File: config.mk
export PLATFORM = sky130hd
export DESIGN_NAME = jpeg_frame_header_scanner
export DESIGN_NICKNAME = d
export VERILOG_FILES = /design/src/hdl/jfhs_pkg.sv /design/src/hdl/jfhs_parser.sv /design/src/hdl/jpeg_frame_header_scanner.sv
export SDC_FILE = /design/constraint.sdc
export NUM_CORES = 1
export LEC_CHECK = 0
export BUFFER_PORTS_ARGS = -buffer_cell sky130_fd_sc_hd__clkbuf_2
export CORE_MARGIN = 2
export CORE_UTILIZATION = 26
export DETAILED_ROUTE_END_ITERATION = 10
export GPL_TIMING_DRIVEN = 0
export PLACE_DENSITY_LB_ADDON = 0.05
export SYNTH_ARGS = -nofsm -noshare
export SYNTH_HDL_FRONTEND = slang
export SYNTH_SLANG_ARGS = --single-unit
File: constraint.sdc
create_clock -name i_clk -period 14.8 [get_ports i_clk]
set_clock_uncertainty 0.1 [all_clocks]
set_input_delay 0.74 -clock i_clk [delete_from_list [all_inputs] [get_ports i_clk]]
set_output_delay 0.74 -clock i_clk [all_outputs]
set_load 0.02 [all_outputs]
File: src/hdl/jfhs_pkg.sv
`default_nettype none
// ----------------------------------------------------------------------------
// JPEG frame header scanner - shared definitions
// Phase codes, marker bytes, status codes, register indexes and reset values
// used by the scanner top level and its parser.
// ----------------------------------------------------------------------------
package jfhs_pkg;

    localparam int JFH_MAX_FILE_BYTES = 1048576;

    localparam int FILE_LEN_W = 21;
    localparam int DIM_W      = 16;
    localparam int STATUS_W   = 3;
    localparam int CFG_IDX_W  = 2;

    localparam logic [FILE_LEN_W-1:0] RST_FILE_LENGTH = 21'd1048576;
    localparam logic [DIM_W-1:0]      RST_MAX_WIDTH   = 16'd320;
    localparam logic [DIM_W-1:0]      RST_MAX_HEIGHT  = 16'd320;

    // Configuration register indexes
    localparam logic [CFG_IDX_W-1:0] CFG_FILE_LENGTH = 2'd0;
    localparam logic [CFG_IDX_W-1:0] CFG_MAX_WIDTH   = 2'd1;
    localparam logic [CFG_IDX_W-1:0] CFG_MAX_HEIGHT  = 2'd2;

    // Result status codes
    localparam logic [STATUS_W-1:0] ST_OK           = 3'd0;
    localparam logic [STATUS_W-1:0] ST_NOT_JPEG     = 3'd1;
    localparam logic [STATUS_W-1:0] ST_BAD_LENGTH   = 3'd2;
    localparam logic [STATUS_W-1:0] ST_NOT_BASELINE = 3'd3;
    localparam logic [STATUS_W-1:0] ST_NO_HEADER    = 3'd4;
    localparam logic [STATUS_W-1:0] ST_TOO_LARGE    = 3'd5;

    // Marker bytes
    localparam logic [7:0] MK_FILL  = 8'hFF;
    localparam logic [7:0] MK_STUFF = 8'h00;
    localparam logic [7:0] MK_SOI   = 8'hD8;
    localparam logic [7:0] MK_EOI   = 8'hD9;
    localparam logic [7:0] MK_SOS   = 8'hDA;
    localparam logic [7:0] MK_RST0  = 8'hD0;
    localparam logic [7:0] MK_RST7  = 8'hD7;
    localparam logic [7:0] MK_SOF0  = 8'hC0;
    localparam logic [7:0] MK_SOF15 = 8'hCF;
    localparam logic [7:0] MK_DHT   = 8'hC4;
    localparam logic [7:0] MK_JPG   = 8'hC8;
    localparam logic [7:0] MK_DAC   = 8'hCC;

    typedef enum logic [12:0] {
        PH_START0 = 13'b0000000000001,
        PH_START1 = 13'b0000000000010,
        PH_SEEK   = 13'b0000000000100,
        PH_FILL   = 13'b0000000001000,
        PH_LEN_HI = 13'b0000000010000,
        PH_LEN_LO = 13'b0000000100000,
        PH_SKIP   = 13'b0000001000000,
        PH_PREC   = 13'b0000010000000,
        PH_H_HI   = 13'b0000100000000,
        PH_H_LO   = 13'b0001000000000,
        PH_W_HI   = 13'b0010000000000,
        PH_W_LO   = 13'b0100000000000,
        PH_DRAIN  = 13'b1000000000000
    } t_phase;

    typedef struct packed {
        logic                valid;
        logic [STATUS_W-1:0] status;
        logic [DIM_W-1:0]    width;
        logic [DIM_W-1:0]    height;
    } t_result;

    // Start-of-frame markers: C0..CF less DHT, JPG and DAC
    function automatic logic is_sof(input logic [7:0] marker);
        is_sof = (marker >= MK_SOF0) && (marker <= MK_SOF15) &&
                 (marker != MK_DHT) && (marker != MK_JPG) && (marker != MK_DAC);
    endfunction

endpackage
`default_nettype wire

File: src/hdl/jfhs_parser.sv
`default_nettype none
// ----------------------------------------------------------------------------
// JPEG frame header scanner - byte parser
// Marker scan state machine, file position tracking and size checks. One
// byte is consumed per accepted item; a result, if any, is flagged in the
// same cycle for the output register to capture.
// ----------------------------------------------------------------------------
module jfhs_parser
    import jfhs_pkg::*;
#(
    parameter int MAX_FILE_BYTES = JFH_MAX_FILE_BYTES
) (
    input  wire logic                  i_clk,
    input  wire logic                  i_rst_n,
    input  wire logic                  i_accept,
    input  wire logic [7:0]            i_data_byte,
    input  wire logic [FILE_LEN_W-1:0] i_file_length,
    input  wire logic [DIM_W-1:0]      i_max_width,
    input  wire logic [DIM_W-1:0]      i_max_height,
    output t_result                    o_result
);

    localparam int LenW = $clog2(MAX_FILE_BYTES + 1);
    localparam int CmpW = (LenW + 1 > DIM_W) ? LenW + 1 : DIM_W;
    localparam logic [31:0] MaxLen = 32'(MAX_FILE_BYTES);

    t_phase                r_phase, n_phase;
    logic [LenW-1:0]       r_pos, n_pos;
    logic [LenW-1:0]       r_len, n_len;
    logic                  r_given, n_given;
    logic [DIM_W-1:0]      r_rem, n_rem;
    logic [7:0]            r_seg_hi, n_seg_hi;
    logic [7:0]            r_marker, n_marker;
    logic [DIM_W-1:0]      r_height, n_height;
    logic [7:0]            r_w_hi, n_w_hi;

    logic [31:0]           len_ext;
    logic [31:0]           len_sat;
    logic [LenW-1:0]       len_cur;
    logic [DIM_W-1:0]      seg_size;
    logic [CmpW-1:0]       room;
    logic [DIM_W-1:0]      rem_dec;
    logic [DIM_W-1:0]      width_cur;
    logic                  last_byte;
    t_result               res;

    always_comb begin
        len_ext   = {{(32 - FILE_LEN_W){1'b0}}, i_file_length};
        len_sat   = (len_ext > MaxLen) ? MaxLen : len_ext;
        len_cur   = (r_pos == '0) ? len_sat[LenW-1:0] : r_len;
        seg_size  = {r_seg_hi, i_data_byte};
        // bytes left from the first length byte to the end of file
        room      = CmpW'({1'b0, len_cur}) - CmpW'({1'b0, r_pos}) + CmpW'(1);
        rem_dec   = (r_rem != '0) ? r_rem - DIM_W'(1) : r_rem;
        width_cur = {r_w_hi, i_data_byte};
        last_byte = ({1'b0, r_pos} + (LenW + 1)'(1)) >= {1'b0, len_cur};

        n_phase  = r_phase;
        n_pos    = r_pos;
        n_len    = r_len;
        n_given  = r_given;
        n_rem    = r_rem;
        n_seg_hi = r_seg_hi;
        n_marker = r_marker;
        n_height = r_height;
        n_w_hi   = r_w_hi;
        res      = '0;

        if (i_accept) begin
            n_len = len_cur;
            unique case (r_phase)
                PH_START0: begin
                    if (len_cur < LenW'(4) || i_data_byte != MK_FILL) begin
                        res.valid  = 1'b1;
                        res.status = ST_NOT_JPEG;
                    end else begin
                        n_phase = PH_START1;
                    end
                end
                PH_START1: begin
                    if (i_data_byte != MK_SOI) begin
                        res.valid  = 1'b1;
                        res.status = ST_NOT_JPEG;
                    end else begin
                        n_phase = PH_SEEK;
                    end
                end
                PH_SEEK: begin
                    if (i_data_byte == MK_FILL) begin
                        n_phase = PH_FILL;
                    end
                end
                PH_FILL: begin
                    priority if (i_data_byte == MK_FILL) begin
                        n_phase = PH_FILL;
                    end else if (i_data_byte == MK_STUFF || i_data_byte == MK_SOI ||
                                 (i_data_byte >= MK_RST0 && i_data_byte <= MK_RST7)) begin
                        n_phase = PH_SEEK;
                    end else if (i_data_byte == MK_EOI || i_data_byte == MK_SOS) begin
                        n_phase = PH_DRAIN;
                    end else begin
                        n_marker = i_data_byte;
                        n_phase  = PH_LEN_HI;
                    end
                end
                PH_LEN_HI: begin
                    n_seg_hi = i_data_byte;
                    n_phase  = PH_LEN_LO;
                end
                PH_LEN_LO: begin
                    priority if (seg_size < DIM_W'(2) || CmpW'(seg_size) > room) begin
                        res.valid  = 1'b1;
                        res.status = ST_BAD_LENGTH;
                    end else if (is_sof(r_marker)) begin
                        if (r_marker != MK_SOF0) begin
                            res.valid  = 1'b1;
                            res.status = ST_NOT_BASELINE;
                        end else if (seg_size < DIM_W'(8)) begin
                            res.valid  = 1'b1;
                            res.status = ST_BAD_LENGTH;
                        end else begin
                            n_phase = PH_PREC;
                        end
                    end else begin
                        n_rem   = seg_size - DIM_W'(2);
                        n_phase = (seg_size == DIM_W'(2)) ? PH_SEEK : PH_SKIP;
                    end
                end
                PH_SKIP: begin
                    n_rem = rem_dec;
                    if (rem_dec == '0) begin
                        n_phase = PH_SEEK;
                    end
                end
                PH_PREC: begin
                    n_phase = PH_H_HI;
                end
                PH_H_HI: begin
                    n_height = {i_data_byte, 8'h00};
                    n_phase  = PH_H_LO;
                end
                PH_H_LO: begin
                    n_height = {r_height[15:8], i_data_byte};
                    n_phase  = PH_W_HI;
                end
                PH_W_HI: begin
                    n_w_hi  = i_data_byte;
                    n_phase = PH_W_LO;
                end
                PH_W_LO: begin
                    res.valid = 1'b1;
                    priority if (width_cur == '0 || r_height == '0) begin
                        res.status = ST_BAD_LENGTH;
                    end else if (width_cur > i_max_width || r_height > i_max_height) begin
                        res.status = ST_TOO_LARGE;
                        res.width  = width_cur;
                        res.height = r_height;
                    end else begin
                        res.status = ST_OK;
                        res.width  = width_cur;
                        res.height = r_height;
                    end
                end
                PH_DRAIN: begin
                    n_phase = PH_DRAIN;
                end
                default: begin
                    n_phase = PH_START0;
                end
            endcase

            if (res.valid) begin
                n_given = 1'b1;
                n_phase = PH_DRAIN;
            end

            // end of file: report a missing header, then re-arm
            if (last_byte) begin
                if (!n_given) begin
                    res.valid  = 1'b1;
                    res.status = ST_NO_HEADER;
                end
                n_phase = PH_START0;
                n_pos   = '0;
                n_given = 1'b0;
            end else begin
                n_pos = r_pos + LenW'(1);
            end
        end
    end

    always_ff @(posedge i_clk) begin
        if (!i_rst_n) begin
            r_phase <= PH_START0;
            r_pos   <= '0;
            r_len   <= '0;
            r_given <= 1'b0;
        end else begin
            r_phase <= n_phase;
            r_pos   <= n_pos;
            r_len   <= n_len;
            r_given <= n_given;
        end
    end

    always_ff @(posedge i_clk) begin
        r_rem    <= n_rem;
        r_seg_hi <= n_seg_hi;
        r_marker <= n_marker;
        r_height <= n_height;
        r_w_hi   <= n_w_hi;
    end

    assign o_result = res;

endmodule
`default_nettype wire

File: src/hdl/jpeg_frame_header_scanner.sv
`default_nettype none
// ----------------------------------------------------------------------------
// JPEG frame header scanner
// Streams the bytes of a JPEG file and reports the baseline frame size.
// ----------------------------------------------------------------------------
// The scanner takes one file byte per clock cycle with no gaps of its own:
// each byte passes through the marker state machine in the cycle it is
// accepted, and the single result for a file is loaded into an output
// register at the end of that cycle, so o_out_valid rises in the cycle after
// the deciding byte (or after the file's last byte for a missing header).
// The input stalls only while a result sits in the output register and the
// consumer holds i_out_ready low. Set file_length before the first byte of
// each file; it is sampled at that byte and saturated to MAX_FILE_BYTES.
// After the last byte of a file the scanner re-arms by itself for the next.
// ----------------------------------------------------------------------------
module jpeg_frame_header_scanner
    import jfhs_pkg::*;
#(
    parameter int MAX_FILE_BYTES = JFH_MAX_FILE_BYTES
) (
    input  wire logic                  i_clk,
    input  wire logic                  i_rst_n,
    input  wire logic                  i_cfg_valid,
    output logic                       o_cfg_ready,
    input  wire logic [CFG_IDX_W-1:0]  i_cfg_index,
    input  wire logic [FILE_LEN_W-1:0] i_cfg_data,
    input  wire logic                  i_in_valid,
    output logic                       o_in_ready,
    input  wire logic [7:0]            i_data_byte,
    output logic                       o_out_valid,
    input  wire logic                  i_out_ready,
    output logic [STATUS_W-1:0]        o_status,
    output logic [DIM_W-1:0]           o_width,
    output logic [DIM_W-1:0]           o_height
);

    logic [FILE_LEN_W-1:0] r_file_length;
    logic [DIM_W-1:0]      r_max_width;
    logic [DIM_W-1:0]      r_max_height;
    logic                  r_out_valid, n_out_valid;
    logic [STATUS_W-1:0]   r_status;
    logic [DIM_W-1:0]      r_width;
    logic [DIM_W-1:0]      r_height;
    logic                  in_accept;
    t_result               w_result;

    assign o_cfg_ready = 1'b1;
    assign o_in_ready  = !r_out_valid || i_out_ready;
    assign in_accept   = i_in_valid && o_in_ready;

    always_ff @(posedge i_clk) begin
        if (!i_rst_n) begin
            r_file_length <= RST_FILE_LENGTH;
            r_max_width   <= RST_MAX_WIDTH;
            r_max_height  <= RST_MAX_HEIGHT;
        end else if (i_cfg_valid) begin
            unique case (i_cfg_index)
                CFG_FILE_LENGTH: r_file_length <= i_cfg_data;
                CFG_MAX_WIDTH:   r_max_width   <= i_cfg_data[DIM_W-1:0];
                CFG_MAX_HEIGHT:  r_max_height  <= i_cfg_data[DIM_W-1:0];
                default: begin
                    // unmapped index: drop the write
                end
            endcase
        end
    end

    jfhs_parser #(
        .MAX_FILE_BYTES(MAX_FILE_BYTES)
    ) u_parser (
        .i_clk         (i_clk),
        .i_rst_n       (i_rst_n),
        .i_accept      (in_accept),
        .i_data_byte   (i_data_byte),
        .i_file_length (r_file_length),
        .i_max_width   (r_max_width),
        .i_max_height  (r_max_height),
        .o_result      (w_result)
    );

    always_comb begin
        n_out_valid = r_out_valid;
        if (w_result.valid) begin
            n_out_valid = 1'b1;
        end else if (i_out_ready) begin
            n_out_valid = 1'b0;
        end
    end

    always_ff @(posedge i_clk) begin
        if (!i_rst_n) begin
            r_out_valid <= 1'b0;
        end else begin
            r_out_valid <= n_out_valid;
        end
    end

    always_ff @(posedge i_clk) begin
        if (w_result.valid) begin
            r_status <= w_result.status;
            r_width  <= w_result.width;
            r_height <= w_result.height;
        end
    end

    assign o_out_valid = r_out_valid;
    assign o_status    = r_status;
    assign o_width     = r_width;
    assign o_height    = r_height;

    // A result can only come from an accepted byte
    a_result_on_accept: assert property (@(posedge i_clk) disable iff (!i_rst_n)
        w_result.valid |-> in_accept)
        else $error("result raised without an accepted item");

    // A fresh result is never loaded over one that is still waiting
    a_no_overwrite: assert property (@(posedge i_clk) disable iff (!i_rst_n)
        (r_out_valid && !i_out_ready) |-> !w_result.valid)
        else $error("pending result overwritten");

    // Size is reported only with ok or too-large, and is then non-zero
    a_size_status: assert property (@(posedge i_clk) disable iff (!i_rst_n)
        o_out_valid |-> (((o_status == ST_OK || o_status == ST_TOO_LARGE) &&
                          o_width != '0 && o_height != '0) ||
                         (o_status != ST_OK && o_status != ST_TOO_LARGE &&
                          o_width == '0 && o_height == '0)))
        else $error("size field inconsistent with status");

    // An ok result never exceeds the configured limits
    a_ok_in_limits: assert property (@(posedge i_clk) disable iff (!i_rst_n)
        w_result.valid && w_result.status == ST_OK |->
            (w_result.width <= r_max_width && w_result.height <= r_max_height))
        else $error("ok result beyond size limits");

endmodule
`default_nettype wire

* Word level (Yosys, flattened, before mapping)
Index checks and enable logic that the tools add are counted.
** Operators by class
- Reduce and logical (&&, ||, !) cells :: 36
- $lt $le $gt $ge :: 12
- Div/mod/pow operators :: 0
- Shifts and indexed selects :: 0
- Multiply operators :: 0
- Bitwise logic cells :: 6
- $add $sub $neg :: 6
- Muxes and demuxes :: 43
- Equal/unequal tests :: 36
** Operators by type and width (count)
- $mux 13 :: 13
- $pmux 13 s13 :: 1
- $mux 32 :: 2
- $pmux 16 s2 :: 2
- $mux 21 :: 3
- $logic_not 16->1 :: 3
- $mux 16 :: 3
- $ne 8x8->1 const B :: 6
- $mux 36 :: 1
- $mux 4 :: 9
- $mux 35 :: 1
- $eq 8x8->1 const B :: 4
- $gt 16x16->1 :: 2
- $add 21x1->22 const B :: 1
- $add 22x1->22 const B :: 1
- $ge 22x21->1 :: 1
- $gt 16x22->1 :: 1
- $sub 21x21->22 :: 1
- $add 21x1->21 const B :: 1
- $gt 21x21->1 const B :: 1
- $logic_not 21->1 :: 1
- $lt 21x3->1 const B :: 1
- $eq 16x2->1 const B :: 1
- $ge 8x8->1 const B :: 2
- other kinds (43) :: 77
** Word-level totals
- RAM bits :: 0
- ROM bits :: 0
- Flip-flop bits (word level) :: 201
- Memories :: 0
- Output and inout port bits :: 38
- Bits in latches :: 0

* Longest topological paths before layout
- Word-level depth :: 16
- Mapped depth :: 31
- Mapped depth without buffers :: 28

* By module
From an unflattened synthesis, not the netlist that was laid out.
** Second synthesis, totals
- Cells, all modules :: 1384
- Area total of the unflattened synthesis :: 12693.4 um2
** By module, submodules not included
- jfhs_parser :: cells each 1142, instances 1, area each 9540.4 um2
- jpeg_frame_header_scanner :: cells each 242, instances 1, area each 3153.0 um2

* Worst setup path after synthesis
OpenSTA, ideal clock, no wires.
- Kind :: flip-flop to flip-flop
- Start point :: register r_file_length[17]
- End point :: register r_height[0] (netlist: o_height[0]), enable pin
- Arrival time :: 7.190 ns
- Buffers on the path :: 0
- Stages on the path, launching flop included :: 25
- Setup slack :: 7.071 ns
- Path through :: dfxtp_1 -> or4_1 -> or4_1 -> or3_1 -> a21oi_1 -> a22oi_1 -> inv_1 -> ha_1 -> ha_1 -> a211oi_1 -> o211ai_1 -> a21o_1 -> a21oi_1 -> o21a_1 -> o21ai_0 -> xnor2_1 -> ha_1 -> o21ai_0 -> a221oi_1 -> o2111ai_1 -> nor3b_1 -> nand3_1 -> nor4_1 -> nor4_1 -> a21oi_1
** Between the ends
- Longest elaborated chain between the ends :: 15
** Ends and longest elaborated chain
- start: declaration :: RTL line jpeg_frame_header_scanner.sv:37 : logic [FILE_LEN_W-1:0] r_file_length;
- start signal: assignment :: RTL line jpeg_frame_header_scanner.sv:58 : CFG_FILE_LENGTH: r_file_length <= i_cfg_data;
- $gt 21x21->1 * :: RTL line jfhs_parser.sv:49 : len_sat = (len_ext > MaxLen) ? MaxLen : len_ext;
- $mux 21 * :: RTL line jfhs_parser.sv:49
- $mux 21 * :: RTL line jfhs_parser.sv:50 : len_cur = (r_pos == '0) ? len_sat[LenW-1:0] : r_len;
- net u_parser.len_cur[2] :: RTL line jfhs_parser.sv:39 : logic [LenW-1:0] len_cur;
- $sub 21x21->22 :: RTL line jfhs_parser.sv:53 : room = CmpW'({1'b0, len_cur}) - CmpW'({1'b0, r_pos}) + CmpW'(1);
- $add 22x1->22 :: RTL line jfhs_parser.sv:53
- $gt 16x22->1 :: RTL line jfhs_parser.sv:111 : priority if (seg_size < DIM_W'(2) || CmpW'(seg_size) > room) begin
- $logic_or 1x1->1 :: RTL line jfhs_parser.sv:111
- $mux 4 :: RTL line jfhs_parser.sv:111
- $pmux 4 s4 :: RTL line jfhs_parser.sv:71 : unique case (r_phase)
- $mux 4 :: RTL line jfhs_parser.sv:69 : if (i_accept) begin
- $mux 1 :: RTL line jfhs_parser.sv:172 : if (res.valid) begin
- $mux 1 :: RTL line jfhs_parser.sv:69
- $mux 4 :: RTL line jfhs_parser.sv:179 : if (!n_given) begin
- $mux 4 * :: RTL line jfhs_parser.sv:178 : if (last_byte) begin
- $mux 36 * :: RTL line jfhs_parser.sv:69
- end signal: assignment :: RTL line jpeg_frame_header_scanner.sv:102 : r_height <= w_result.height;
- end: declaration :: RTL line jpeg_frame_header_scanner.sv:43 : logic [DIM_W-1:0] r_height;
The timed path passes the listed nets; every way through them passes the cells marked *. The select of a mux whose other input is x is not followed.
A chain may end at the register's enable or synchronous reset.

* Worst setup path after layout
- Start point :: register u_parser.r_pos[0]
- End point :: register r_height[8] (netlist: o_height[8]), enable pin
** Between the ends
- Longest elaborated chain between the ends :: 14
** Ends and longest elaborated chain
- start: declaration :: RTL line jfhs_parser.sv:28 : logic [LenW-1:0] r_pos, n_pos;
- start signal: assignment :: RTL line jfhs_parser.sv:200 : r_pos <= n_pos;
- $logic_not 21->1 * :: RTL line jfhs_parser.sv:50
- $mux 21 * :: RTL line jfhs_parser.sv:50
- net u_parser.len_cur[6] :: RTL line jfhs_parser.sv:39
- $sub 21x21->22 :: RTL line jfhs_parser.sv:53
- $add 22x1->22 :: RTL line jfhs_parser.sv:53
- $gt 16x22->1 :: RTL line jfhs_parser.sv:111
- $logic_or 1x1->1 :: RTL line jfhs_parser.sv:111
- $mux 4 :: RTL line jfhs_parser.sv:111
- $pmux 4 s4 :: RTL line jfhs_parser.sv:71
- $mux 4 :: RTL line jfhs_parser.sv:69
- $mux 1 :: RTL line jfhs_parser.sv:172
- $mux 1 :: RTL line jfhs_parser.sv:69
- $mux 4 :: RTL line jfhs_parser.sv:179
- $mux 4 * :: RTL line jfhs_parser.sv:178
- $mux 36 * :: RTL line jfhs_parser.sv:69
Marks and branches as above.

==> flow_metrics.tcl <==
set metrics [dict create \
    status "finished clean" \
    core_area_sq_um 48600 \
    cts_setup_buffers 0 \
    max-slew-margin-rel_pct 23.5 \
    async_flop_share_pct 0 \
    routed_via_density 5.02 \
    fin_nets 1727 \
    synth_cells 1473 \
    dp_slack_ps 6230 \
    area_growth_pct 16.9 \
    wl_per_cell_um 20.3 \
    placed_area_sq_um 13900 \
    synth_edf_count 91 \
    cts_hold_buf 0 \
    r2r-end "o_height[8]" \
    slowest_delay_ps 840 \
    instances_no_fill 2218 \
    reg2reg_depth 30 \
    arrival_ps 8500 \
    num_rows 81 \
    setup_viol 0 \
    grt_use_total_pct 17.9 \
    fill_cells 5245 \
    critPathSlowestCell "nor4_1" \
    finalWorstSetupSlack_ps 6480 \
    finalCriticalPeriod_ps 8320 \
    ir_worst_vdd_mv 0.0722 \
    crit_path_end_kind "register" \
    postRouteAntennaNets 0 \
    hpwl_um 35000 \
    reg2reg_from "u_parser.r_pos[0]" \
    max_clock_freq_ghz 0.120 \
    reg2reg_slack_ps 6480 \
    drtIter0Drc 804 \
    dr.pass1.iters 5 \
    cts_tree "done" \
    synth_nets 1625 \
    final_core_util_pct 30.5 \
    drv_cap 0 \
    cts_buffers 27 \
    vias 11138 \
    htreeDepth 1 \
    cp-start-kind "register" \
    criticalPathCategory "register to register" \
    power_per_cell_area_nw_per_um2 127 \
    busiest_layer "met2" \
    cts_max_path_buffers 3 \
    syn_area_sq_um 12700 \
    whs_path_depth 3 \
    place_inst 2168 \
    grt_first_pass_wirelength_um 68800 \
    synth_cell_type_count 80 \
    multi_input_area_sq_um 7160 \
    finalHoldViolCount 0 \
    seq_area_sq_um 4930 \
    fp.dieArea_sq_um 50700 \
    final_cell_mix "184 x nand2_1, 141 x a21oi_1, 127 x nor2_1" \
    die_h_um 225 \
    cts-resized-gates 0 \
    layout_commonest_cell "nand2_1" \
    yosys_most_used_dff "dfxtp_1" \
    io_buffers 72 \
    yosys_register_bits 201 \
    p_leak_nw 5.59 \
    required_ps 14970 \
    num_io_pins 74 \
    setup_tns_ps 0 \
    drive_gt1_share_pct 9.34 \
    antenna_found_initial 0 \
    design_area_sq_um 14900 \
    grtUsageMet1_pct 25.2 \
    grt_max_degree 30 \
    yosysWarnings 0 \
    start_util_pct 26.1 \
    min-delay-start "i_cfg_data[16]" \
    die_w_um 225 \
    drc 0 \
    grt_pass1_vias 10978 \
    clock_latency_ps 570 \
    worst_hold_path.endpoint "r_file_length[16]" \
    clkTransAtPathRegs_ps 60 \
    finalMaxSlewViolations 0 \
    diodes 0 \
    synth-seq-area-share_pct 38.8 \
    clock-root-buffer "clkbuf_16" \
    met2_usage_pct 29.1 \
    tightest_slew_ps 1140 \
    routed_wl_um 45100 \
    hold_class "primary input to register" \
    cp_common_cell "ha_1" \
    fin_crit_sh_pct 56.2 \
    grt-ovfl-total 0 \
    grt.met3_usage_pct 2.28 \
    rsz0062_at_grt "false" \
    cts_sinks 201 \
    place_congestion 0.804 \
    syn_area_per_cell_sq_um 8.63 \
    crit_fanout 29 \
]
[metal layers]
metal	routed length, um	vias to the layer above
met2	20300	182
met4	954	0
met3	1380	51
met5	0	-
met1	22500	5371
li1	-	5534
[Yosys cell counts, types with 22 or more instances]
cell type / count / area share (%)
a21oi_1: 142 / 5.6
nand2_1: 184 / 5.4
edfxtp_1: 91 / 21
xnor2_1: 37 / 2.5
o21ai_0: 45 / 1.8
nand3_1: 34 / 1.3
dfxtp_1: 110 / 17
ha_1: 115 / 11
a211oi_1: 26 / 1.5
and2_1: 47 / 2.3
nor3_1: 43 / 1.7
nor2_1: 127 / 3.8
inv_1: 91 / 2.7
nor4_1: 33 / 1.6
clkbuf_1: 67 / 2.0
xor2_1: 22 / 1.5
[critical path, delay by kind of cell, from the launching register on]
family,cells,cell delay (ps)
buf+inv,6,1160
compound gates,6,1630
flops,1,370
simple gates,13,3390
fa+ha+maj,4,1150
xor+xnor,1,190
[stage by stage]
stage	hold WS, ps	power, W
final	317	0.00189
after global routing	320	0.00201
after CTS	295	0.00192
after detailed placement	348	0.00120
after global placement	323	0.00119
after floorplan	311	0.00102
[sequential cells by signal, indices dropped and copies added (netlist names)]
register           cells
u_parser.r_height     16
u_parser.r_pos        21
u_parser.r_len        21
o_width               16
u_parser.r_marker      8
o_height              16
o_status               3
u_parser.r_given       1
u_parser.r_w_hi        8
r_max_width           16
r_file_length         21
r_max_height          16
u_parser.r_rem        16
o_out_valid            1
u_parser.r_phase      13
u_parser.r_seg_hi      8
[cell type report]
cell class / count / area share [%]
sequential: 201 / 33.2
tap: 622 / 5.24
timing repair buffer: 73 / 2.56
clock buffer: 41 / 5.60
buffer: 74 / 1.99
inverter: 91 / 2.30
multi-input combinational: 1107 / 48.2
clock inverter: 9 / 0.918
[kinds of logic after synthesis]
| logic type | count (synthesis) | synth area share (%) |
|---|---|---|
| AOI/OAI and AO/OA | 334 | 16.9 |
| xor gates and xnor gates | 59 | 4.06 |
| adders and majority gates | 116 | 11.5 |
| buffers and inverters | 165 | 5.01 |
| DFF | 201 | 38.8 |
| muxes | 4 | 0.315 |
| other | 1 | 0.0295 |
| and+or+nand+nor | 593 | 23.4 |
[how the worst max path moves through the flow]
stage,start,endpoint,cells past startpoint
2_1_floorplan,r_file_length[17],o_height[0],24
3_3_place_gp,u_parser.r_pos[0],o_height[4],27
3_5_place_dp,u_parser.r_pos[0],o_height[5],28
4_1_cts,u_parser.r_pos[0],o_width[6],28
5_1_grt,u_parser.r_pos[0],o_height[5],28
6_report,u_parser.r_pos[0],o_height[8],30
[power by group]
group / total (W) / switching [W] / internal [W]
Combinational: 0.000542 / 0.000350 / 0.000192
Sequential: 0.000640 / 0.0000172 / 0.000623
Clock: 0.000712 / 0.000271 / 0.000441
Total: 0.00189 / 0.000638 / 0.00126
Note: power is estimated with default switching activity, not from simulation.
